File: config.mk
export PLATFORM = sky130hd
export DESIGN_NAME = spi_eeprom_transfer_sequencer
export DESIGN_NICKNAME = d
export VERILOG_FILES = /design/src/hdl/spiseq_pkg.sv /design/src/hdl/spiseq_pgdiv.sv /design/src/hdl/spiseq_step.sv /design/src/hdl/spi_eeprom_transfer_sequencer.sv
export SDC_FILE = /design/constraint.sdc
export NUM_CORES = 1
export LEC_CHECK = 0
export BUFFER_PORTS_ARGS = -buffer_cell sky130_fd_sc_hd__buf_4
export CAP_MARGIN = 15
export CORE_MARGIN = 5
export CORE_UTILIZATION = 61
export CTS_CLUSTER_SIZE = 16
export DETAILED_ROUTE_END_ITERATION = 6
export PLACE_DENSITY = 0.84
export SYNTH_ARGS = -nofsm -noshare
export SYNTH_HDL_FRONTEND = slang
export SYNTH_HIERARCHICAL = 1
export SYNTH_SLANG_ARGS = --single-unit
File: constraint.sdc
create_clock -name clk -period 5.3 [get_ports clk]
set_clock_uncertainty 0.05 [all_clocks]
set_input_delay 0.265 -clock clk [delete_from_list [all_inputs] [get_ports clk]]
set_output_delay 0.265 -clock clk [all_outputs]
set_load 0.005 [all_outputs]
File: src/hdl/spiseq_pkg.sv
// Shared types, opcodes and codes for the SPI EEPROM transfer sequencer.
package spiseq_pkg;

	// Default page size of the EEPROM in bytes
	localparam int unsigned PAGE_SIZE_DEF = 32;

	// Field widths
	localparam int unsigned FUNC_W  = 2;
	localparam int unsigned ADDR_W  = 16;
	localparam int unsigned COUNT_W = 17;
	localparam int unsigned BYTE_W  = 8;
	localparam int unsigned CS_W    = 2;
	localparam int unsigned OFS_W   = 9;

	// Function codes of an input word
	localparam logic [FUNC_W-1:0] FUNC_READ  = 2'd0;
	localparam logic [FUNC_W-1:0] FUNC_WRITE = 2'd1;
	localparam logic [FUNC_W-1:0] FUNC_XFER  = 2'd2;

	// Chip-select actions
	localparam logic [CS_W-1:0] CS_NONE     = 2'd0;
	localparam logic [CS_W-1:0] CS_SELECT   = 2'd1;
	localparam logic [CS_W-1:0] CS_RELEASE  = 2'd2;
	localparam logic [CS_W-1:0] CS_RESELECT = 2'd3;

	// EEPROM opcodes and fixed bytes
	localparam logic [BYTE_W-1:0] OP_RDSR    = 8'h05;
	localparam logic [BYTE_W-1:0] OP_WREN    = 8'h06;
	localparam logic [BYTE_W-1:0] OP_WRITE   = 8'h02;
	localparam logic [BYTE_W-1:0] OP_READ    = 8'h03;
	localparam logic [BYTE_W-1:0] DUMMY_BYTE = 8'h00;

	// Sequencer phases, one-hot
	typedef enum logic [7:0] {
		PH_IDLE      = 8'b0000_0001,
		PH_STAT_DUMY = 8'b0000_0010,
		PH_STAT_CHK  = 8'b0000_0100,
		PH_WR_OPC    = 8'b0000_1000,
		PH_ADDR_HI   = 8'b0001_0000,
		PH_ADDR_LO   = 8'b0010_0000,
		PH_RD_DUMY   = 8'b0100_0000,
		PH_DATA      = 8'b1000_0000
	} phase_t;

	// Transfer state
	typedef struct packed {
		phase_t               phase;
		logic                 is_write;
		logic [ADDR_W-1:0]    cur_address;
		logic [COUNT_W-1:0]   bytes_left;
		logic [OFS_W-1:0]     page_offset;
		logic [ADDR_W-1:0]    page_base;
	} state_t;

	// One result word
	typedef struct packed {
		logic              tx_valid;
		logic [BYTE_W-1:0] tx_byte;
		logic [CS_W-1:0]   cs_action;
		logic              read_valid;
		logic [BYTE_W-1:0] read_data;
		logic              write_taken;
		logic              done_res;
		logic              busy_res;
	} result_t;

	// Page split of a start address, from the divider
	typedef struct packed {
		logic              valid;
		logic [OFS_W-1:0]  page_offset;
		logic [ADDR_W-1:0] page_base;
	} page_split_t;

endpackage

File: src/hdl/spiseq_pgdiv.sv
// Splits a start address into page base and page offset; the address and the estimated quotient are registered.
module spiseq_pgdiv #(
	parameter int unsigned PAGE_SIZE = spiseq_pkg::PAGE_SIZE_DEF
) (
	input  logic                               clk,
	input  logic                               arst_n,
	input  logic                               start,
	input  logic [spiseq_pkg::ADDR_W-1:0]      addr,
	output spiseq_pkg::page_split_t            split
);

	// Reciprocal of the page size, 32 fractional bits
	localparam longint unsigned RECIP_L = (64'd1 << 32) / PAGE_SIZE;
	localparam logic [31:0]     RECIP   = 32'(RECIP_L);
	localparam logic [spiseq_pkg::OFS_W-1:0] PS = spiseq_pkg::OFS_W'(PAGE_SIZE);

	logic [spiseq_pkg::ADDR_W-1:0] addr_q;
	logic                          valid_s1;
	logic                          valid_s2;
	logic [spiseq_pkg::ADDR_W-1:0] quot_s2;
	logic [47:0]                   prod_a;
	logic [24:0]                   prod_b;
	logic [16:0]                   rem_raw;
	logic [16:0]                   rem_fix;

	// Control flags
	always_ff @(posedge clk or negedge arst_n) begin
		if (!arst_n) begin
			valid_s1 <= 1'b0;
			valid_s2 <= 1'b0;
		end else begin
			valid_s1 <= start;
			valid_s2 <= valid_s1;
		end
	end

	// Estimated quotient, low by at most one
	assign prod_a = {32'd0, addr_q} * {16'd0, RECIP};

	always_ff @(posedge clk) begin
		if (start) begin
			addr_q <= addr;
		end
		if (valid_s1) begin
			quot_s2 <= prod_a[47:32];
		end
	end

	// Remainder with a single correction step
	assign prod_b  = {9'd0, quot_s2} * {16'd0, PS};
	assign rem_raw = {1'b0, addr_q} - prod_b[16:0];
	assign rem_fix = (rem_raw >= 17'(PAGE_SIZE)) ? rem_raw - 17'(PAGE_SIZE) : rem_raw;

	assign split.valid       = valid_s2;
	assign split.page_offset = rem_fix[spiseq_pkg::OFS_W-1:0];
	assign split.page_base   = addr_q - {7'd0, rem_fix[spiseq_pkg::OFS_W-1:0]};

endmodule

File: src/hdl/spiseq_step.sv
// Next-state and result decode for one input word of the sequencer.
module spiseq_step #(
	parameter int unsigned PAGE_SIZE = spiseq_pkg::PAGE_SIZE_DEF
) (
	input  spiseq_pkg::state_t                 cur,
	input  logic [spiseq_pkg::FUNC_W-1:0]      func,
	input  logic [spiseq_pkg::ADDR_W-1:0]      start_address,
	input  logic [spiseq_pkg::COUNT_W-1:0]     byte_count,
	input  logic [spiseq_pkg::BYTE_W-1:0]      rx_byte,
	input  logic [spiseq_pkg::BYTE_W-1:0]      write_byte,
	output spiseq_pkg::state_t                 nxt,
	output spiseq_pkg::result_t                res,
	output logic                               start_go
);

	localparam logic [spiseq_pkg::OFS_W-1:0]  PS_OFS  = spiseq_pkg::OFS_W'(PAGE_SIZE);
	localparam logic [spiseq_pkg::ADDR_W-1:0] PS_ADDR = spiseq_pkg::ADDR_W'(PAGE_SIZE);

	logic [spiseq_pkg::COUNT_W-1:0] left_dec;
	logic [spiseq_pkg::ADDR_W-1:0]  next_base;

	assign left_dec  = cur.bytes_left - 17'd1;
	assign next_base = cur.page_base + PS_ADDR;

	always_comb begin
		nxt      = cur;
		res      = '0;
		start_go = 1'b0;
		unique case (func) inside
			// Start of a read or write
			spiseq_pkg::FUNC_READ, spiseq_pkg::FUNC_WRITE: begin
				if (cur.phase == spiseq_pkg::PH_IDLE &&
				    !(func == spiseq_pkg::FUNC_READ && byte_count == '0)) begin
					nxt.is_write    = (func == spiseq_pkg::FUNC_WRITE);
					nxt.cur_address = start_address;
					nxt.bytes_left  = byte_count;
					nxt.page_offset = '0;
					nxt.phase       = spiseq_pkg::PH_STAT_DUMY;
					res.tx_valid    = 1'b1;
					res.tx_byte     = spiseq_pkg::OP_RDSR;
					res.cs_action   = spiseq_pkg::CS_SELECT;
					start_go        = 1'b1;
				end
			end
			// One byte exchange finished on the link
			spiseq_pkg::FUNC_XFER: begin
				unique case (cur.phase)
					spiseq_pkg::PH_IDLE: begin
					end
					spiseq_pkg::PH_STAT_DUMY: begin
						res.tx_valid = 1'b1;
						res.tx_byte  = spiseq_pkg::DUMMY_BYTE;
						nxt.phase    = spiseq_pkg::PH_STAT_CHK;
					end
					spiseq_pkg::PH_STAT_CHK: begin
						res.tx_valid = 1'b1;
						if (!rx_byte[0]) begin
							res.cs_action = spiseq_pkg::CS_RESELECT;
							if (cur.is_write) begin
								res.tx_byte = spiseq_pkg::OP_WREN;
								nxt.phase   = spiseq_pkg::PH_WR_OPC;
							end else begin
								res.tx_byte = spiseq_pkg::OP_READ;
								nxt.phase   = spiseq_pkg::PH_ADDR_HI;
							end
						end else begin
							res.tx_byte = spiseq_pkg::DUMMY_BYTE;
						end
					end
					spiseq_pkg::PH_WR_OPC: begin
						res.cs_action = spiseq_pkg::CS_RESELECT;
						res.tx_valid  = 1'b1;
						res.tx_byte   = spiseq_pkg::OP_WRITE;
						nxt.phase     = spiseq_pkg::PH_ADDR_HI;
					end
					spiseq_pkg::PH_ADDR_HI: begin
						res.tx_valid = 1'b1;
						res.tx_byte  = cur.cur_address[15:8];
						nxt.phase    = spiseq_pkg::PH_ADDR_LO;
					end
					spiseq_pkg::PH_ADDR_LO: begin
						res.tx_valid = 1'b1;
						res.tx_byte  = cur.cur_address[7:0];
						nxt.phase    = cur.is_write ? spiseq_pkg::PH_DATA
						                            : spiseq_pkg::PH_RD_DUMY;
					end
					spiseq_pkg::PH_RD_DUMY: begin
						res.tx_valid = 1'b1;
						res.tx_byte  = spiseq_pkg::DUMMY_BYTE;
						nxt.phase    = spiseq_pkg::PH_DATA;
					end
					spiseq_pkg::PH_DATA: begin
						if (!cur.is_write) begin
							// read data returns; last byte releases the chip
							res.read_valid = 1'b1;
							res.read_data  = rx_byte;
							nxt.bytes_left = left_dec;
							if (left_dec != '0) begin
								res.tx_valid = 1'b1;
								res.tx_byte  = spiseq_pkg::DUMMY_BYTE;
							end else begin
								res.cs_action = spiseq_pkg::CS_RELEASE;
								res.done_res  = 1'b1;
								nxt.phase     = spiseq_pkg::PH_IDLE;
							end
						end else if (cur.bytes_left != '0) begin
							if (cur.page_offset >= PS_OFS) begin
								// page full: poll, enable and address the next page
								nxt.page_offset = '0;
								nxt.page_base   = next_base;
								nxt.cur_address = next_base;
								nxt.phase       = spiseq_pkg::PH_STAT_DUMY;
								res.cs_action   = spiseq_pkg::CS_RESELECT;
								res.tx_valid    = 1'b1;
								res.tx_byte     = spiseq_pkg::OP_RDSR;
							end else begin
								nxt.page_offset = cur.page_offset + 9'd1;
								nxt.bytes_left  = left_dec;
								res.tx_valid    = 1'b1;
								res.tx_byte     = write_byte;
								res.write_taken = 1'b1;
							end
						end else begin
							res.cs_action = spiseq_pkg::CS_RELEASE;
							res.done_res  = 1'b1;
							nxt.phase     = spiseq_pkg::PH_IDLE;
						end
					end
					default: begin
						nxt.phase = spiseq_pkg::PH_IDLE;
					end
				endcase
			end
			default: begin
			end
		endcase
		res.busy_res = (nxt.phase != spiseq_pkg::PH_IDLE);
	end

endmodule

File: src/hdl/spi_eeprom_transfer_sequencer.sv
// Top level of the SPI EEPROM transfer sequencer.
//
// Input channel (in_valid/in_ready): each word is either a start (func read
// or write, with start_address and byte_count) or the report of one finished
// SPI byte exchange (func exchange, with rx_byte and the next write_byte).
// Output channel (out_valid/out_ready): one result word per input word, with
// the byte to shift out, the chip-select action, read data, whether
// write_byte was used, completion and busy.
// Each word passes an input register, then the decode into the result
// register. Throughput is one word per clock while the receiver takes
// results, set by the combinational decode of the phase state machine.
// A start word also launches a page divider that fills in the page offset
// and page base while the status poll runs, well before the first data byte.
// Reset (arst_n low) returns the sequencer to idle and empties both
// registers. When the receiver stalls, the result register holds its word,
// the input register takes one more word, then in_ready falls.
module spi_eeprom_transfer_sequencer #(
	parameter int unsigned PAGE_SIZE = spiseq_pkg::PAGE_SIZE_DEF
) (
	input  logic                               clk,
	input  logic                               arst_n,
	input  logic                               in_valid,
	output logic                               in_ready,
	input  logic [spiseq_pkg::FUNC_W-1:0]      func,
	input  logic [spiseq_pkg::ADDR_W-1:0]      start_address,
	input  logic [spiseq_pkg::COUNT_W-1:0]     byte_count,
	input  logic [spiseq_pkg::BYTE_W-1:0]      rx_byte,
	input  logic [spiseq_pkg::BYTE_W-1:0]      write_byte,
	output logic                               out_valid,
	input  logic                               out_ready,
	output logic                               tx_valid,
	output logic [spiseq_pkg::BYTE_W-1:0]      tx_byte,
	output logic [spiseq_pkg::CS_W-1:0]        cs_action,
	output logic                               read_valid,
	output logic [spiseq_pkg::BYTE_W-1:0]      read_data,
	output logic                               write_taken,
	output logic                               done_res,
	output logic                               busy_res
);

	logic                            valid_s1;
	logic [spiseq_pkg::FUNC_W-1:0]   func_s1;
	logic [spiseq_pkg::ADDR_W-1:0]   addr_s1;
	logic [spiseq_pkg::COUNT_W-1:0]  count_s1;
	logic [spiseq_pkg::BYTE_W-1:0]   rx_s1;
	logic [spiseq_pkg::BYTE_W-1:0]   wb_s1;
	logic                            out_valid_q;
	spiseq_pkg::result_t             res_q;
	spiseq_pkg::state_t              st_q;
	spiseq_pkg::state_t              st_nxt;
	spiseq_pkg::state_t              st_d;
	spiseq_pkg::result_t             res_nxt;
	spiseq_pkg::page_split_t         split;
	logic                            start_go;
	logic                            advance;

	// Handshake
	assign advance  = valid_s1 && (!out_valid_q || out_ready);
	assign in_ready = !valid_s1 || advance;

	// Input register
	always_ff @(posedge clk or negedge arst_n) begin
		if (!arst_n) begin
			valid_s1 <= 1'b0;
		end else if (in_ready) begin
			valid_s1 <= in_valid;
		end
	end

	always_ff @(posedge clk) begin
		if (in_ready && in_valid) begin
			func_s1  <= func;
			addr_s1  <= start_address;
			count_s1 <= byte_count;
			rx_s1    <= rx_byte;
			wb_s1    <= write_byte;
		end
	end

	// Decode of the held word
	spiseq_step #(
		.PAGE_SIZE(PAGE_SIZE)
	) u_step (
		.cur          (st_q),
		.func         (func_s1),
		.start_address(addr_s1),
		.byte_count   (count_s1),
		.rx_byte      (rx_s1),
		.write_byte   (wb_s1),
		.nxt          (st_nxt),
		.res          (res_nxt),
		.start_go     (start_go)
	);

	// Page split of the start address
	spiseq_pgdiv #(
		.PAGE_SIZE(PAGE_SIZE)
	) u_pgdiv (
		.clk   (clk),
		.arst_n(arst_n),
		.start (advance && start_go),
		.addr  (addr_s1),
		.split (split)
	);

	// Transfer state; the divider result lands during the status poll
	always_comb begin
		st_d = st_q;
		if (advance) begin
			st_d = st_nxt;
		end
		if (split.valid) begin
			st_d.page_offset = split.page_offset;
			st_d.page_base   = split.page_base;
		end
	end

	always_ff @(posedge clk or negedge arst_n) begin
		if (!arst_n) begin
			st_q <= '{phase: spiseq_pkg::PH_IDLE, default: '0};
		end else begin
			st_q <= st_d;
		end
	end

	// Result register
	always_ff @(posedge clk or negedge arst_n) begin
		if (!arst_n) begin
			out_valid_q <= 1'b0;
		end else if (advance) begin
			out_valid_q <= 1'b1;
		end else if (out_ready) begin
			out_valid_q <= 1'b0;
		end
	end

	always_ff @(posedge clk) begin
		if (advance) begin
			res_q <= res_nxt;
		end
	end

	assign out_valid   = out_valid_q;
	assign tx_valid    = res_q.tx_valid;
	assign tx_byte     = res_q.tx_byte;
	assign cs_action   = res_q.cs_action;
	assign read_valid  = res_q.read_valid;
	assign read_data   = res_q.read_data;
	assign write_taken = res_q.write_taken;
	assign done_res    = res_q.done_res;
	assign busy_res    = res_q.busy_res;

endmodule

==> flow_metrics.env <==
export IMPL_worstPathRequired_ps=5610
export IMPL_pwr_density_cell_nw_per_um2=427
export IMPL_clock_fmax_mhz=211
export IMPL_firstDrtPassIters=6
export IMPL_multi_input_area_um2=4480
export IMPL_dr_total_vias=7835
export IMPL_grt_max_degree=72
export IMPL_finalMaxSlewViolations=0
export IMPL_path_class="reg2reg"
export IMPL_ios=80
export IMPL_place_gp_congestion=0.907
export IMPL_synth_enable_flop_cells=101
export IMPL_slew_headroom=0.285
export IMPL_die_h_um=137
export IMPL_clk_pin_slew_ps=60
export IMPL_start_kind="flop"
export IMPL_final_setup_tns_ps=0
export IMPL_ys_warn_count=6
export IMPL_diodes=0
export IMPL_netlist_area_leader_share=0.310
export IMPL_synth_seq_cells=172
export IMPL_wire_per_inst_um=19.9
export IMPL_cp_data_arrival_time_ps=5050
export IMPL_drt_wl_total_um=24600
export IMPL_worstPathMaxFanout=7
export IMPL_seqCellArea_um2=4810
export IMPL_cts_buffers_inserted=17
export IMPL_grt_pass1_vias=7399
export IMPL_antenna_left=0
export IMPL_ys_types=89
export IMPL_ys_top_cells_by_area="edfxtp_1 31%, dfrtp_1 18%, mux2_4 6.1%, nand2_1 3.2%, ha_1 2.7%"
export IMPL_cts_hold_buffers=53
export IMPL_maxCapViolCount=0
export IMPL_worst_pin_slew_ps=1070
export IMPL_drt_iter0_drc=1057
export IMPL_row_count=46
export IMPL_cts_tree="done"
export IMPL_syn_to_final_growth_pct=16.7
export IMPL_nets=1088
export IMPL_rsz0062_at_grt="no"
export IMPL_outcome="complete, no violations"
export IMPL_grt_first_pass_wirelength_um=39500
export IMPL_finalCritPeriodShare=0.894
export IMPL_viasPerCell=6.32
export IMPL_cts_resized=0
export IMPL_io_buffers=79
export IMPL_period_needed_ps=4740
export IMPL_synth_top_area_cell="edfxtp_1"
export IMPL_antenna_found_initial=0
export IMPL_synth_area_um2=9790
export IMPL_synthArstFlopShare=0.413
export IMPL_start_util=0.618
export IMPL_synth_most_common_cell="edfxtp_1"
export IMPL_htreeDepth=4
export IMPL_fillers=1051
export IMPL_die_x_um=137
export IMPL_post_route_util=0.722
export IMPL_synth_common_cells="101 x edfxtp_1, 83 x nand2_1, 70 x dfrtp_1, 52 x nor2_1, 50 x a21oi_1"
export IMPL_hold_path_class="in2reg"
export IMPL_cp_end_kind="flop"
export IMPL_dpl_hpwl_um=15700
export IMPL_synth_seq_area_share=0.491
export IMPL_post_cts_buffers=0
export IMPL_cts_num_sinks=172
export IMPL_syn_avg_cell_area_um2=10.8
export IMPL_vdd_drop_max_mv=0.291
export IMPL_grt_use_total=0.272
export IMPL_grt_ovfl_total=0
export IMPL_hold_viol=0
export IMPL_clk_path_buf_depth=2
export IMPL_synthFlopType="edfxtp_1"
export IMPL_route_detailed_drc=0
export IMPL_p_leak_uw=0.00464
export IMPL_cts_root_buf="clkbuf_16"
export IMPL_layout_drive_gt1_share=0.179
export IMPL_dieArea_um2=18700
export IMPL_core_um2=15800
export IMPL_synthCells=907
export IMPL_setup_violations=0
export IMPL_insertion_delay_ps=430
==> per-layer routing <==
metal / vias up / track usage / routed length [µm]
li1: 3575 / - / -
met5: - / 0 / 0
met1: 3776 / 0.392 / 10400
met3: 63 / 0.0522 / 2090
met2: 421 / 0.421 / 11400
met4: 0 / 0.0829 / 673
==> sequential cells by signal, summed over array words and instances, names as in the netlist, 2 cells and up <==
signal           count
addr_s1             16
wb_s1                8
st_q                67
tx_byte              8
u_pgdiv/quot_s2     11
read_data            8
func_s1              2
cs_action            2
u_pgdiv/addr_q      16
count_s1            17
rx_s1                8
==> cells by family after synthesis <==
logic type	synth area share
buffers and inverters	0.0529
and+or+nand+nor	0.161
AOI/OAI and AO/OA	0.158
other	0.000383
xor gates and xnor gates	0.0357
adders and majority gates	0.0289
muxes	0.0711
DFF	0.491
==> where the power goes <==
part           internal (µW)  switching, µW  total [µW]
Sequential              1720            379        2100
Combinational            778            845        1620
Clock                    639            514        1150
Total                   3140           1740        4870
==> cells in the final DEF, fill, tap and decap left out, types with 21 or more instances in the layout <==
cell / n
buf_4: 90
nor2b_1: 29
nor2_1: 52
o21ai_0: 49
xor2_1: 22
nor3_1: 23
dlygate4sd3_1: 53
ha_1: 21
a31oi_1: 33
dfrtp_1: 70
inv_1: 30
a21oi_1: 50
nand2_1: 83
edfxtp_1: 101
mux2_4: 40
==> final cells by class <==
type,instances,area share
clock inverter,13,0.00898
sequential,172,0.421
clock buffer,19,0.0379
multi-input combinational,645,0.392
tap,216,0.0237
inverter,32,0.0107
timing repair buffer,143,0.106
==> worst max-delay path, cell delays in order, from the launching register on <==
cell and delay, ps:
edfxtp_1 380, inv_1 70, ha_1 220, fa_1 420, xor2_2 230, o311a_1 230
o311ai_1 100, a2111oi_0 340, and4bb_1 310, nand2_2 110, mux2_4 320, ha_1 340
o21ai_0 100, nand2b_1 190, nand2_1 120, a21oi_1 60, a31oi_1 280, nand2_4 130
nor4_2 260, xor2_1 220, nor2b_1 70, a21oi_1 110
==> stage by stage <==
| step | total power [µW] | hold WS, ps | instance area [µm²] | instances | worst slack, ps |
|---|---|---|---|---|---|
| 2_1_floorplan | 3250 | -80.6 | 9800 | 911 | 1170 |
| 3_3_place_gp | 3570 | 393 | 10400 | 1155 | 828 |
| 6_report | 4870 | 257 | 11400 | 1240 | 561 |
| 3_5_place_dp | 3630 | 394 | 10400 | 1155 | 684 |
| 5_1_grt | 5130 | 305 | 11400 | 1240 | 222 |
| 4_1_cts | 4820 | 243 | 11400 | 1240 | 600 |
==> worst paths after layout <==
path / to / slack (ps) / start / depth (start not counted)
worst max-delay path: st_q[13]$_DFFE_PN0P_ / 560 / u_pgdiv/addr_q[5]$_DFFE_PP_ / 21
worst min-delay path: valid_s1$_DFFE_PN0P_ / 260 / out_ready / 4
worst max register to register: st_q[13]$_DFFE_PN0P_ / 560 / u_pgdiv/addr_q[5]$_DFFE_PP_ / 21
worst min register to register: u_pgdiv/addr_q[4]$_DFFE_PP_ / 410 / addr_s1[4]$_DFFE_PP_ / 0
max in group asynchronous: st_q[2]$_DFFE_PN0P_ / 4100 / arst_n / 2
min in group asynchronous: st_q[62]$_DFFE_PN0P_ / 470 / arst_n / 2
No activity file was read; power rests on OpenSTA's default activity.
